**src/design/pva_pkg.sv**
```systemverilog
// ----------------------------------------------------------------------------
// pva_pkg
// Shared types and constants of the voice allocator.
// ----------------------------------------------------------------------------
package pva_pkg;
   localparam int VOICES_DEF   = 16;
   localparam int CHANNELS     = 16;

   localparam logic [1:0] OP_MIDI     = 2'd0;
   localparam logic [1:0] OP_FINISHED = 2'd1;
   localparam logic [1:0] OP_KILL     = 2'd2;

   localparam logic [1:0] CMD_RELEASE = 2'd0;
   localparam logic [1:0] CMD_START   = 2'd1;
   localparam logic [1:0] CMD_AFTER   = 2'd2;

   localparam logic [1:0] ST_FREE     = 2'd0;
   localparam logic [1:0] ST_ACTIVE   = 2'd1;
   localparam logic [1:0] ST_RELEASED = 2'd2;

   localparam logic [3:0] TYPE_NOTE_OFF = 4'h8;
   localparam logic [3:0] TYPE_NOTE_ON  = 4'h9;
   localparam logic [3:0] TYPE_POLY_AT  = 4'hA;
   localparam logic [3:0] TYPE_CTRL     = 4'hB;
   localparam logic [6:0] CTRL_SUSTAIN  = 7'd64;
   localparam logic [7:0] NO_KEY        = 8'd255;

   // one voice record as seen by the scan unit
   typedef struct packed {
      logic [1:0] status;
      logic [3:0] channel;
      logic [6:0] key;
      logic [6:0] velocity;
      logic       held;
   } voice_type;

   // scan results
   typedef struct packed {
      logic active_hit;   // first active same key/channel
      logic free_hit;     // first free
      logic rel_same_hit; // first released same key/channel
      logic rel_hit;      // lowest released
      logic same_hit;     // first same key/channel
   } scan_flags_type;
endpackage

```
**src/design/pva_scan.sv**
```systemverilog
// ----------------------------------------------------------------------------
// pva_scan
// Shared compare unit: looks at one voice a cycle and keeps the candidates.
// ----------------------------------------------------------------------------
module pva_scan import pva_pkg::*; #(
   parameter int VOICES = VOICES_DEF,
   parameter int VW     = $clog2(VOICES)
) (
   input  logic           clock,
   input  logic           start,
   input  logic           step,
   input  logic [VW-1:0]  idx,
   input  voice_type      vrec,
   input  logic [3:0]     channel,
   input  logic [6:0]     key,
   output scan_flags_type flags,
   output logic [VW-1:0]  active_v,
   output logic [VW-1:0]  free_v,
   output logic [VW-1:0]  rel_same_v,
   output logic [VW-1:0]  rel_v,
   output logic [VW-1:0]  same_v,
   output logic [VW-1:0]  low_v
);
   scan_flags_type flags_ff, flags_in;
   logic [VW-1:0] act_ff, fre_ff, rsm_ff, rel_ff, sam_ff, low_ff;
   logic [6:0]    relvel_ff, lowvel_ff;
   logic          same;

   assign same = (vrec.channel == channel) && (vrec.key == key);

   always_comb begin
      flags_in = start ? '0 : flags_ff;
      if (step && !start) begin
         if (vrec.status == ST_ACTIVE && same) flags_in.active_hit = 1'b1;
         if (vrec.status == ST_FREE) flags_in.free_hit = 1'b1;
         if (vrec.status == ST_RELEASED && same) flags_in.rel_same_hit = 1'b1;
         if (vrec.status == ST_RELEASED) flags_in.rel_hit = 1'b1;
         if (same) flags_in.same_hit = 1'b1;
      end
   end

   always_ff @(posedge clock) begin
      flags_ff <= flags_in;
      if (step && !start) begin
         if (!flags_ff.active_hit && vrec.status == ST_ACTIVE && same) act_ff <= idx;
         if (!flags_ff.free_hit && vrec.status == ST_FREE) fre_ff <= idx;
         if (!flags_ff.rel_same_hit && vrec.status == ST_RELEASED && same) rsm_ff <= idx;
         if (vrec.status == ST_RELEASED &&
             (!flags_ff.rel_hit || vrec.velocity < relvel_ff)) begin
            rel_ff    <= idx;
            relvel_ff <= vrec.velocity;
         end
         if (!flags_ff.same_hit && same) sam_ff <= idx;
         if (idx == '0 || vrec.velocity < lowvel_ff) begin
            low_ff    <= idx;
            lowvel_ff <= vrec.velocity;
         end
      end
   end

   assign flags      = flags_ff;
   assign active_v   = act_ff;
   assign free_v     = fre_ff;
   assign rel_same_v = rsm_ff;
   assign rel_v      = rel_ff;
   assign same_v     = sam_ff;
   assign low_v      = low_ff;
endmodule

```
**src/design/polyphonic_voice_allocator_top.sv**
```systemverilog
// ----------------------------------------------------------------------------
// polyphonic_voice_allocator_top
// MIDI voice allocator with sustain and voice stealing.
// ----------------------------------------------------------------------------
// A note-on makes two scans of the voice table, one voice per cycle through the
// shared compare unit, before it shows its start item; a pedal release walks
// the voices and emits a release for each held active voice on its channel.
// Output stalls hold the allocator. One item in flight at a time. Reset
// (synchronous) frees every voice, lifts every pedal and sets every channel's
// last key to 255.
module polyphonic_voice_allocator_top import pva_pkg::*; #(
   parameter int VOICES = VOICES_DEF
) (
   input  logic       clock,
   input  logic       reset,
   input  logic       req_valid,
   output logic       req_stall,
   input  logic [1:0] req_operation,
   input  logic [7:0] req_status_byte,
   input  logic [6:0] req_data_one,
   input  logic [6:0] req_data_two,
   input  logic [3:0] req_finished_voice,
   output logic       rsp_valid,
   input  logic       rsp_stall,
   output logic [1:0] rsp_command,
   output logic [3:0] rsp_voice,
   output logic [3:0] rsp_midi_channel,
   output logic [6:0] rsp_key,
   output logic [6:0] rsp_amount,
   output logic [7:0] rsp_previous_key,
   output logic       rsp_stolen,
   output logic       rsp_last
);
   localparam int VW = $clog2(VOICES);
   localparam logic [VW-1:0] VMAX = VW'(VOICES - 1);

   localparam logic [3:0] S_IDLE   = 4'd0;
   localparam logic [3:0] S_DEC    = 4'd1;
   localparam logic [3:0] S_SCAN1  = 4'd2;
   localparam logic [3:0] S_ACT1   = 4'd3;  // act on first scan
   localparam logic [3:0] S_SCAN2  = 4'd4;
   localparam logic [3:0] S_START  = 4'd5;
   localparam logic [3:0] S_PEDAL  = 4'd6;
   localparam logic [3:0] S_OUT    = 4'd7;
   localparam logic [3:0] S_KILL   = 4'd8;

   // voice table in flops; read at the scan index and one chosen index
   logic [1:0] status_ff [VOICES];
   logic [3:0] vch_ff    [VOICES];
   logic [6:0] vkey_ff   [VOICES];
   logic [6:0] vvel_ff   [VOICES];
   logic       held_ff   [VOICES];
   logic       pedal_ff  [CHANNELS];
   logic [7:0] lastkey_ff[CHANNELS];

   logic [3:0]    state_ff;
   logic [VW-1:0] idx_ff;
   logic [1:0]    op_ff;
   logic [3:0]    type_ff, ch_ff, fv_ff;
   logic [6:0]    d1_ff, d2_ff;
   logic          note_on_ff; // second part of note-on pending
   logic          pend_ff;    // a captured pedal release waiting to be emitted

   logic          out_v_ff;
   logic [1:0]    o_cmd_ff;
   logic [3:0]    o_voice_ff, o_ch_ff;
   logic [6:0]    o_key_ff, o_amt_ff;
   logic [7:0]    o_prev_ff;
   logic          o_stolen_ff, o_last_ff;

   voice_type      vrec;
   scan_flags_type flags;
   logic [VW-1:0]  active_v, free_v, rel_same_v, rel_v, same_v, low_v, pick_v;
   logic           scan_start, scan_step;

   assign vrec = '{status: status_ff[idx_ff], channel: vch_ff[idx_ff],
                   key: vkey_ff[idx_ff], velocity: vvel_ff[idx_ff],
                   held: held_ff[idx_ff]};
   // clear the candidates on decode, and after the first scan only once it is acted on
   assign scan_start = (state_ff == S_DEC) ||
                       (state_ff == S_ACT1 && (!out_v_ff || !rsp_stall));
   assign scan_step  = (state_ff == S_SCAN1) || (state_ff == S_SCAN2);

   pva_scan #(.VOICES(VOICES), .VW(VW)) u_scan (
      .clock(clock), .start(scan_start), .step(scan_step),
      .idx(idx_ff), .vrec(vrec), .channel(ch_ff), .key(d1_ff),
      .flags(flags), .active_v(active_v), .free_v(free_v),
      .rel_same_v(rel_same_v), .rel_v(rel_v), .same_v(same_v), .low_v(low_v));

   // pick order: free first; steal order: released same, lowest released, same, lowest
   always_comb begin
      priority if (flags.free_hit)     pick_v = free_v;
      else if (flags.rel_same_hit)     pick_v = rel_same_v;
      else if (flags.rel_hit)          pick_v = rel_v;
      else if (flags.same_hit)         pick_v = same_v;
      else                             pick_v = low_v;
   end

   logic is_off;
   assign is_off = (type_ff == TYPE_NOTE_OFF) ||
                   (type_ff == TYPE_NOTE_ON && d2_ff == 7'd0);

   assign req_stall = (state_ff != S_IDLE);
   assign rsp_valid = out_v_ff;

   always_ff @(posedge clock) begin
      if (reset) begin
         state_ff <= S_IDLE;
         out_v_ff <= 1'b0;
         for (int i = 0; i < VOICES; i++) begin
            status_ff[i] <= ST_FREE;
            held_ff[i]   <= 1'b0;
            vch_ff[i]    <= '0;
            vkey_ff[i]   <= '0;
            vvel_ff[i]   <= '0;
         end
         for (int c = 0; c < CHANNELS; c++) begin
            pedal_ff[c]   <= 1'b0;
            lastkey_ff[c] <= NO_KEY;
         end
      end else begin
         if (out_v_ff && !rsp_stall) out_v_ff <= 1'b0;
         unique case (state_ff)
            S_IDLE: begin
               if (req_valid) begin
                  op_ff   <= req_operation;
                  type_ff <= req_status_byte[7:4];
                  ch_ff   <= req_status_byte[3:0];
                  d1_ff   <= req_data_one;
                  d2_ff   <= req_data_two;
                  fv_ff   <= req_finished_voice;
                  state_ff <= S_DEC;
               end
            end
            S_DEC: begin
               idx_ff <= '0;
               note_on_ff <= 1'b0;
               pend_ff <= 1'b0;
               priority if (op_ff == OP_FINISHED) begin
                  if ({1'b0, fv_ff} < 5'(VOICES)) begin
                     status_ff[fv_ff[VW-1:0]] <= ST_FREE;
                     held_ff[fv_ff[VW-1:0]]   <= 1'b0;
                  end
                  state_ff <= S_IDLE;
               end else if (op_ff == OP_KILL) begin
                  state_ff <= S_KILL;
               end else if (op_ff == OP_MIDI &&
                            (type_ff == TYPE_NOTE_OFF || type_ff == TYPE_NOTE_ON ||
                             type_ff == TYPE_POLY_AT)) begin
                  note_on_ff <= !is_off && type_ff == TYPE_NOTE_ON;
                  state_ff <= S_SCAN1;
               end else if (op_ff == OP_MIDI && type_ff == TYPE_CTRL &&
                            d1_ff == CTRL_SUSTAIN) begin
                  pedal_ff[ch_ff] <= (d2_ff != 7'd0);
                  state_ff <= (d2_ff == 7'd0) ? S_PEDAL : S_IDLE;
               end else begin
                  state_ff <= S_IDLE;
               end
            end
            S_KILL: begin
               for (int i = 0; i < VOICES; i++) begin
                  status_ff[i] <= ST_FREE;
                  held_ff[i]   <= 1'b0;
               end
               state_ff <= S_IDLE;
            end
            S_SCAN1: begin
               idx_ff <= idx_ff + VW'(1);
               if (idx_ff == VMAX) state_ff <= S_ACT1;
            end
            S_ACT1: begin
               // wait for the output register before emitting
               if (!out_v_ff || !rsp_stall) begin
                  idx_ff <= '0;
                  state_ff <= note_on_ff ? S_SCAN2 : S_IDLE;
                  o_voice_ff <= 4'(active_v);
                  o_ch_ff    <= vch_ff[active_v];
                  o_key_ff   <= vkey_ff[active_v];
                  o_prev_ff  <= '0;
                  o_stolen_ff <= 1'b0;
                  o_last_ff  <= !note_on_ff;
                  o_cmd_ff   <= CMD_RELEASE;
                  o_amt_ff   <= '0;
                  if (flags.active_hit) begin
                     if (type_ff == TYPE_POLY_AT) begin
                        o_cmd_ff <= CMD_AFTER;
                        o_amt_ff <= d2_ff;
                        out_v_ff <= 1'b1;
                     end else if (note_on_ff || !pedal_ff[ch_ff]) begin
                        status_ff[active_v] <= ST_RELEASED;
                        out_v_ff <= 1'b1;
                     end else begin
                        held_ff[active_v] <= 1'b1;
                     end
                  end
               end
            end
            S_SCAN2: begin
               idx_ff <= idx_ff + VW'(1);
               if (idx_ff == VMAX) state_ff <= S_START;
            end
            S_START: begin
               if (!out_v_ff || !rsp_stall) begin
                  status_ff[pick_v] <= ST_ACTIVE;
                  vch_ff[pick_v]    <= ch_ff;
                  vkey_ff[pick_v]   <= d1_ff;
                  vvel_ff[pick_v]   <= d2_ff;
                  held_ff[pick_v]   <= 1'b0;
                  lastkey_ff[ch_ff] <= {1'b0, d1_ff};
                  o_cmd_ff    <= CMD_START;
                  o_voice_ff  <= 4'(pick_v);
                  o_ch_ff     <= ch_ff;
                  o_key_ff    <= d1_ff;
                  o_amt_ff    <= d2_ff;
                  o_prev_ff   <= lastkey_ff[ch_ff];
                  o_stolen_ff <= !flags.free_hit;
                  o_last_ff   <= 1'b1;
                  out_v_ff    <= 1'b1;
                  state_ff    <= S_IDLE;
               end
            end
            S_PEDAL: begin
               // walk voices; emit a release for each held active voice
               if (vch_ff[idx_ff] == ch_ff && held_ff[idx_ff] &&
                   status_ff[idx_ff] == ST_ACTIVE) begin
                  if (pend_ff) begin
                     if (!out_v_ff || !rsp_stall) begin
                        out_v_ff <= 1'b1;
                        o_last_ff <= 1'b0;
                        pend_ff <= 1'b0;
                     end
                  end else if (!out_v_ff || !rsp_stall) begin
                     // hold the capture until the output register is free
                     status_ff[idx_ff] <= ST_RELEASED;
                     held_ff[idx_ff]   <= 1'b0;
                     o_cmd_ff <= CMD_RELEASE;
                     o_voice_ff <= 4'(idx_ff);
                     o_ch_ff <= vch_ff[idx_ff];
                     o_key_ff <= vkey_ff[idx_ff];
                     o_amt_ff <= '0; o_prev_ff <= '0; o_stolen_ff <= 1'b0;
                     pend_ff <= 1'b1;
                     if (idx_ff == VMAX) state_ff <= S_OUT;
                     else idx_ff <= idx_ff + VW'(1);
                  end
               end else if (pend_ff && !(idx_ff == VMAX)) begin
                  idx_ff <= idx_ff + VW'(1);
               end else if (idx_ff == VMAX) begin
                  state_ff <= pend_ff ? S_OUT : S_IDLE;
               end else begin
                  idx_ff <= idx_ff + VW'(1);
               end
            end
            S_OUT: begin
               // flush the held item as the final one
               if (!out_v_ff || !rsp_stall) begin
                  out_v_ff <= 1'b1;
                  o_last_ff <= 1'b1;
                  pend_ff <= 1'b0;
                  state_ff <= S_IDLE;
               end
            end
            default: state_ff <= S_IDLE;
         endcase
      end
   end

   assign rsp_command      = o_cmd_ff;
   assign rsp_voice        = o_voice_ff;
   assign rsp_midi_channel = o_ch_ff;
   assign rsp_key          = o_key_ff;
   assign rsp_amount       = o_amt_ff;
   assign rsp_previous_key = o_prev_ff;
   assign rsp_stolen       = o_stolen_ff;
   assign rsp_last         = o_last_ff;
   logic unused;
   assign unused = vrec.held;
endmodule
```
**config.mk**
```make
export PLATFORM = sky130hd
export DESIGN_NAME = polyphonic_voice_allocator_top
export DESIGN_NICKNAME = d
export VERILOG_FILES = /design/src/design/pva_pkg.sv /design/src/design/pva_scan.sv /design/src/design/polyphonic_voice_allocator_top.sv
export SDC_FILE = /design/constraint.sdc
export NUM_CORES = 1
export LEC_CHECK = 0
export ABC_AREA = 1
export BUFFER_PORTS_ARGS = -buffer_cell sky130_fd_sc_hd__buf_2
export CORE_ASPECT_RATIO = 0.5
export CORE_UTILIZATION = 40
export DETAILED_ROUTE_END_ITERATION = 8
export PLACE_DENSITY_LB_ADDON = 0.1
export SLEW_MARGIN = 20
export SYNTH_ARGS = -nofsm -noshare
export SYNTH_HDL_FRONTEND = slang
export SYNTH_SLANG_ARGS = --single-unit
```
**constraint.sdc**
```tcl
create_clock -name clock -period 4.6 [get_ports clock]
set_clock_uncertainty 0.2 [all_clocks]
set_input_delay 0 -clock clock [delete_from_list [all_inputs] [get_ports clock]]
set_output_delay 0 -clock clock [all_outputs]
set_load 0.01 [all_outputs]
```
==> results_dict.tcl <==
set metrics [dict create \
    die_y_um 194.1 \
    setup_slack_ns 0.7866 \
    routed_wl_mm 94.30 \
    slowest_stage "dfxtp_4" \
    layout.nets 3283 \
    seq_area_sq_um 17890 \
    criticalPathCategory "reg -> reg" \
    h-tree-depth 2 \
    ys_ff_latch 608 \
    drc 0 \
    leakagePower_nw 12.97 \
    dr.first_iter.drc_count 2336 \
    syn_area_sq_um 29510 \
    clockBufferDepth 3 \
    worstPathArrival_ns 3.95 \
    p_per_area_nw_per_um2 372.1 \
    crit_path_max_incr_delay_ns 0.58 \
    grt_pass1_vias 22392 \
    relSlewSlack 0.2854 \
    ir_drop_v 0.0002649 \
    synthesis.nets 3215 \
    pwr-share-clk 0.398 \
    p_int_w 0.009303 \
    io_pins 68 \
    synth_edf_count 570 \
    ys_warn_count 0 \
    syn_to_final_growth_pct 13.17 \
    grt_max_degree 127 \
    syn_area_per_cell_sq_um 9.316 \
    path_max_fanout 32 \
    core_region_area_sq_um 72000 \
    vias_per_cell 5.496 \
    tightest_slew_ns 1.069 \
    avgRoutedWirePerCell_um 22.23 \
    rsz0062_at_grt "false" \
    grt_usage 0.2510 \
    multi_input_area_sq_um 9787 \
    numClockSinks 608 \
    dieWidth_um 386.1 \
    p_comb_frac 0.092 \
    start_util 0.4099 \
    ys_seq_area_frac 0.6057 \
    critPathTopFamily "simple AND/OR/NAND/NOR gates" \
    swShare 0.2514 \
    dieArea_sq_um 74940 \
    worst_setup_path_end_kind "register" \
    post-cts-setup-buffers 0 \
    syn_inst 3168 \
    cts_tree "done" \
    final_common_cell "nor2_1" \
    synth_top_area_frac 0.5800 \
    cp-start-kind "register" \
    path_cells "inv_2, buf_12, nor2_1, nand2_1, nand3_1, nand3_1, nand2_1, nand2_1, nand2_1, nand2_2, nor2_8, nand3_2, nand2_1, nand2_2, nor2_2, nand3_1, nand2_1" \
    dp_slack_ns 0.8368 \
    synth_area_leaders "edfxtp_1 58%, nor2_1 8.9%, nand2_1 6.3%" \
    hold_buffers 59 \
    path_clk_slew_ns 0.07 \
    port_buffers 67 \
    synth_flop_cell "edfxtp_1" \
    clock_latency_ns 0.65 \
    yosysTopAreaCell "edfxtp_1" \
    hold_path_class "in -> reg" \
    dp_hpwl_mm 60.78 \
    finalCriticalPeriod_ns 3.813 \
    p_switching_w 0.003124 \
    place_congestion 0.9064 \
    hold_viol 0 \
    netlist-cell-type-count 47 \
    drive_gt1_frac 0.09379 \
    cap_violations 0 \
    setup_viol_count_final 0 \
    setup_tns_ns 0 \
    antenna_left 0 \
    grt_pass1_wl_mm 141.2 \
    grt-ovfl-total 0 \
    synthArstFlopShare 0 \
    fmax_mhz 262.2 \
    cts.repair.resized 0 \
    drv_slew 0 \
    final_cell_mix "700 x nor2_1, 570 x edfxtp_1, 495 x nand2_1" \
    antenna_found_initial 0 \
    cts_root_buf "clkbuf_16" \
    crit_buf_inv 2 \
    total_power_w 0.01243 \
    status "completed" \
    drtPass1Iterations 6 \
    finalCritPeriodShare 0.8290 \
    rows 69 \
    cp.required_ns 4.74 \
    vias 23314 \
    num_antenna_cells 0 \
    crit_top_cell "nand2_1" \
    power_frac_seq 0.510 \
    fill_cells 6871 \
    cts-buffers-inserted 57 \
]
[worst reg2reg max path, delay by kind of cell, from the launching register on]
| family | cells | cell delay, ns |
|---|---|---|
| and+or+nand+nor | 15 | 2.17 |
| DFF | 1 | 0.58 |
| buffers and inverters | 2 | 0.56 |
[through the flow]
step / util / hold slack (ns) / area [sq um] / cells
5_1_grt: 0.4639 / 0.2724 / 33400 / 4242
3_5_place_dp: 0.4292 / -0.02134 / 30900 / 4075
2_1_floorplan: - / -0.1011 / 29510 / 3168
3_3_place_gp: 0.4292 / -0.02272 / 30900 / 4075
4_1_cts: 0.4635 / 0.2217 / 33370 / 4241
6_report: 0.4639 / 0.2487 / 33400 / 4242
[routing by layer]
metal  wire [um]  track usage  part of all wire  vias up
met5           0            0                 0        -
met1       42660       0.3605              0.45    11394
met4        2712      0.07276             0.029        0
met3        6489      0.03904             0.069      153
li1            -            -                 -    10943
met2       42440       0.3914              0.45      824
[final timing paths]
path / from / end / slack, ns / cells after the start
min: req_valid / register / 0.25 / 5
max reg2reg: register / status_ff[15][0]$_SDFFCE_PN0P_ / 0.79 / 17
min reg2reg: lastkey_ff[5][7]$_SDFFE_PP0P_ / lastkey_ff[5][7]$_SDFFE_PP0P_ / 0.26 / 2
max: register / status_ff[15][0]$_SDFFCE_PN0P_ / 0.79 / 17
[layout make-up]
class,instances,area share
well taps,958,0.03589
flip-flops and latches,608,0.5357
inverters,260,0.02929
repair buffers,214,0.04997
clock buffers,70,0.04544
multi-input cells,2095,0.2930
clock inverters,37,0.01068
[state kept, by name, summed over array words and instances, names as in the netlist, 8 cells and up, named ones only]
name and cells:
vch_ff 64, lastkey_ff 128, vkey_ff 112, vvel_ff 112, status_ff 32, held_ff 16
rsp_previous_key 8, pedal_ff 16
[power groups by stage]
stage          combinational [W]  sequential (W)  clock [W]
2_1_floorplan           0.000736         0.00641          0
3_3_place_gp             0.00109         0.00645          0
3_5_place_dp             0.00110         0.00646          0
4_1_cts                  0.00114         0.00634    0.00503
5_1_grt                  0.00126         0.00635    0.00523
6_report                 0.00115         0.00634    0.00494
[cell families after synthesis]
kind of cell,after synthesis,share of synthesized area
AND/OR/NAND/NOR,1466,0.2040
AO/OA/AOI/OAI,610,0.1190
XOR/XNOR,4,0.001187
flip-flops,608,0.6057
adder cells (fa/ha/maj),15,0.006359
buffers and inverters,465,0.06376
[synthesized netlist by cell type (18+ instances only)]
cell type and count:
a21oi_1 132, buf_2 29, clkbuf_1 143, clkinv_1 18, dfxtp_1 38, edfxtp_1 570, inv_1 224, nand2_1 495
nand3_1 184, nor2_1 702, o211ai_1 82, o21ai_0 265, o21ai_1 23, o221ai_1 28, o22ai_1 40
Power figures use the tool's default switching activity.
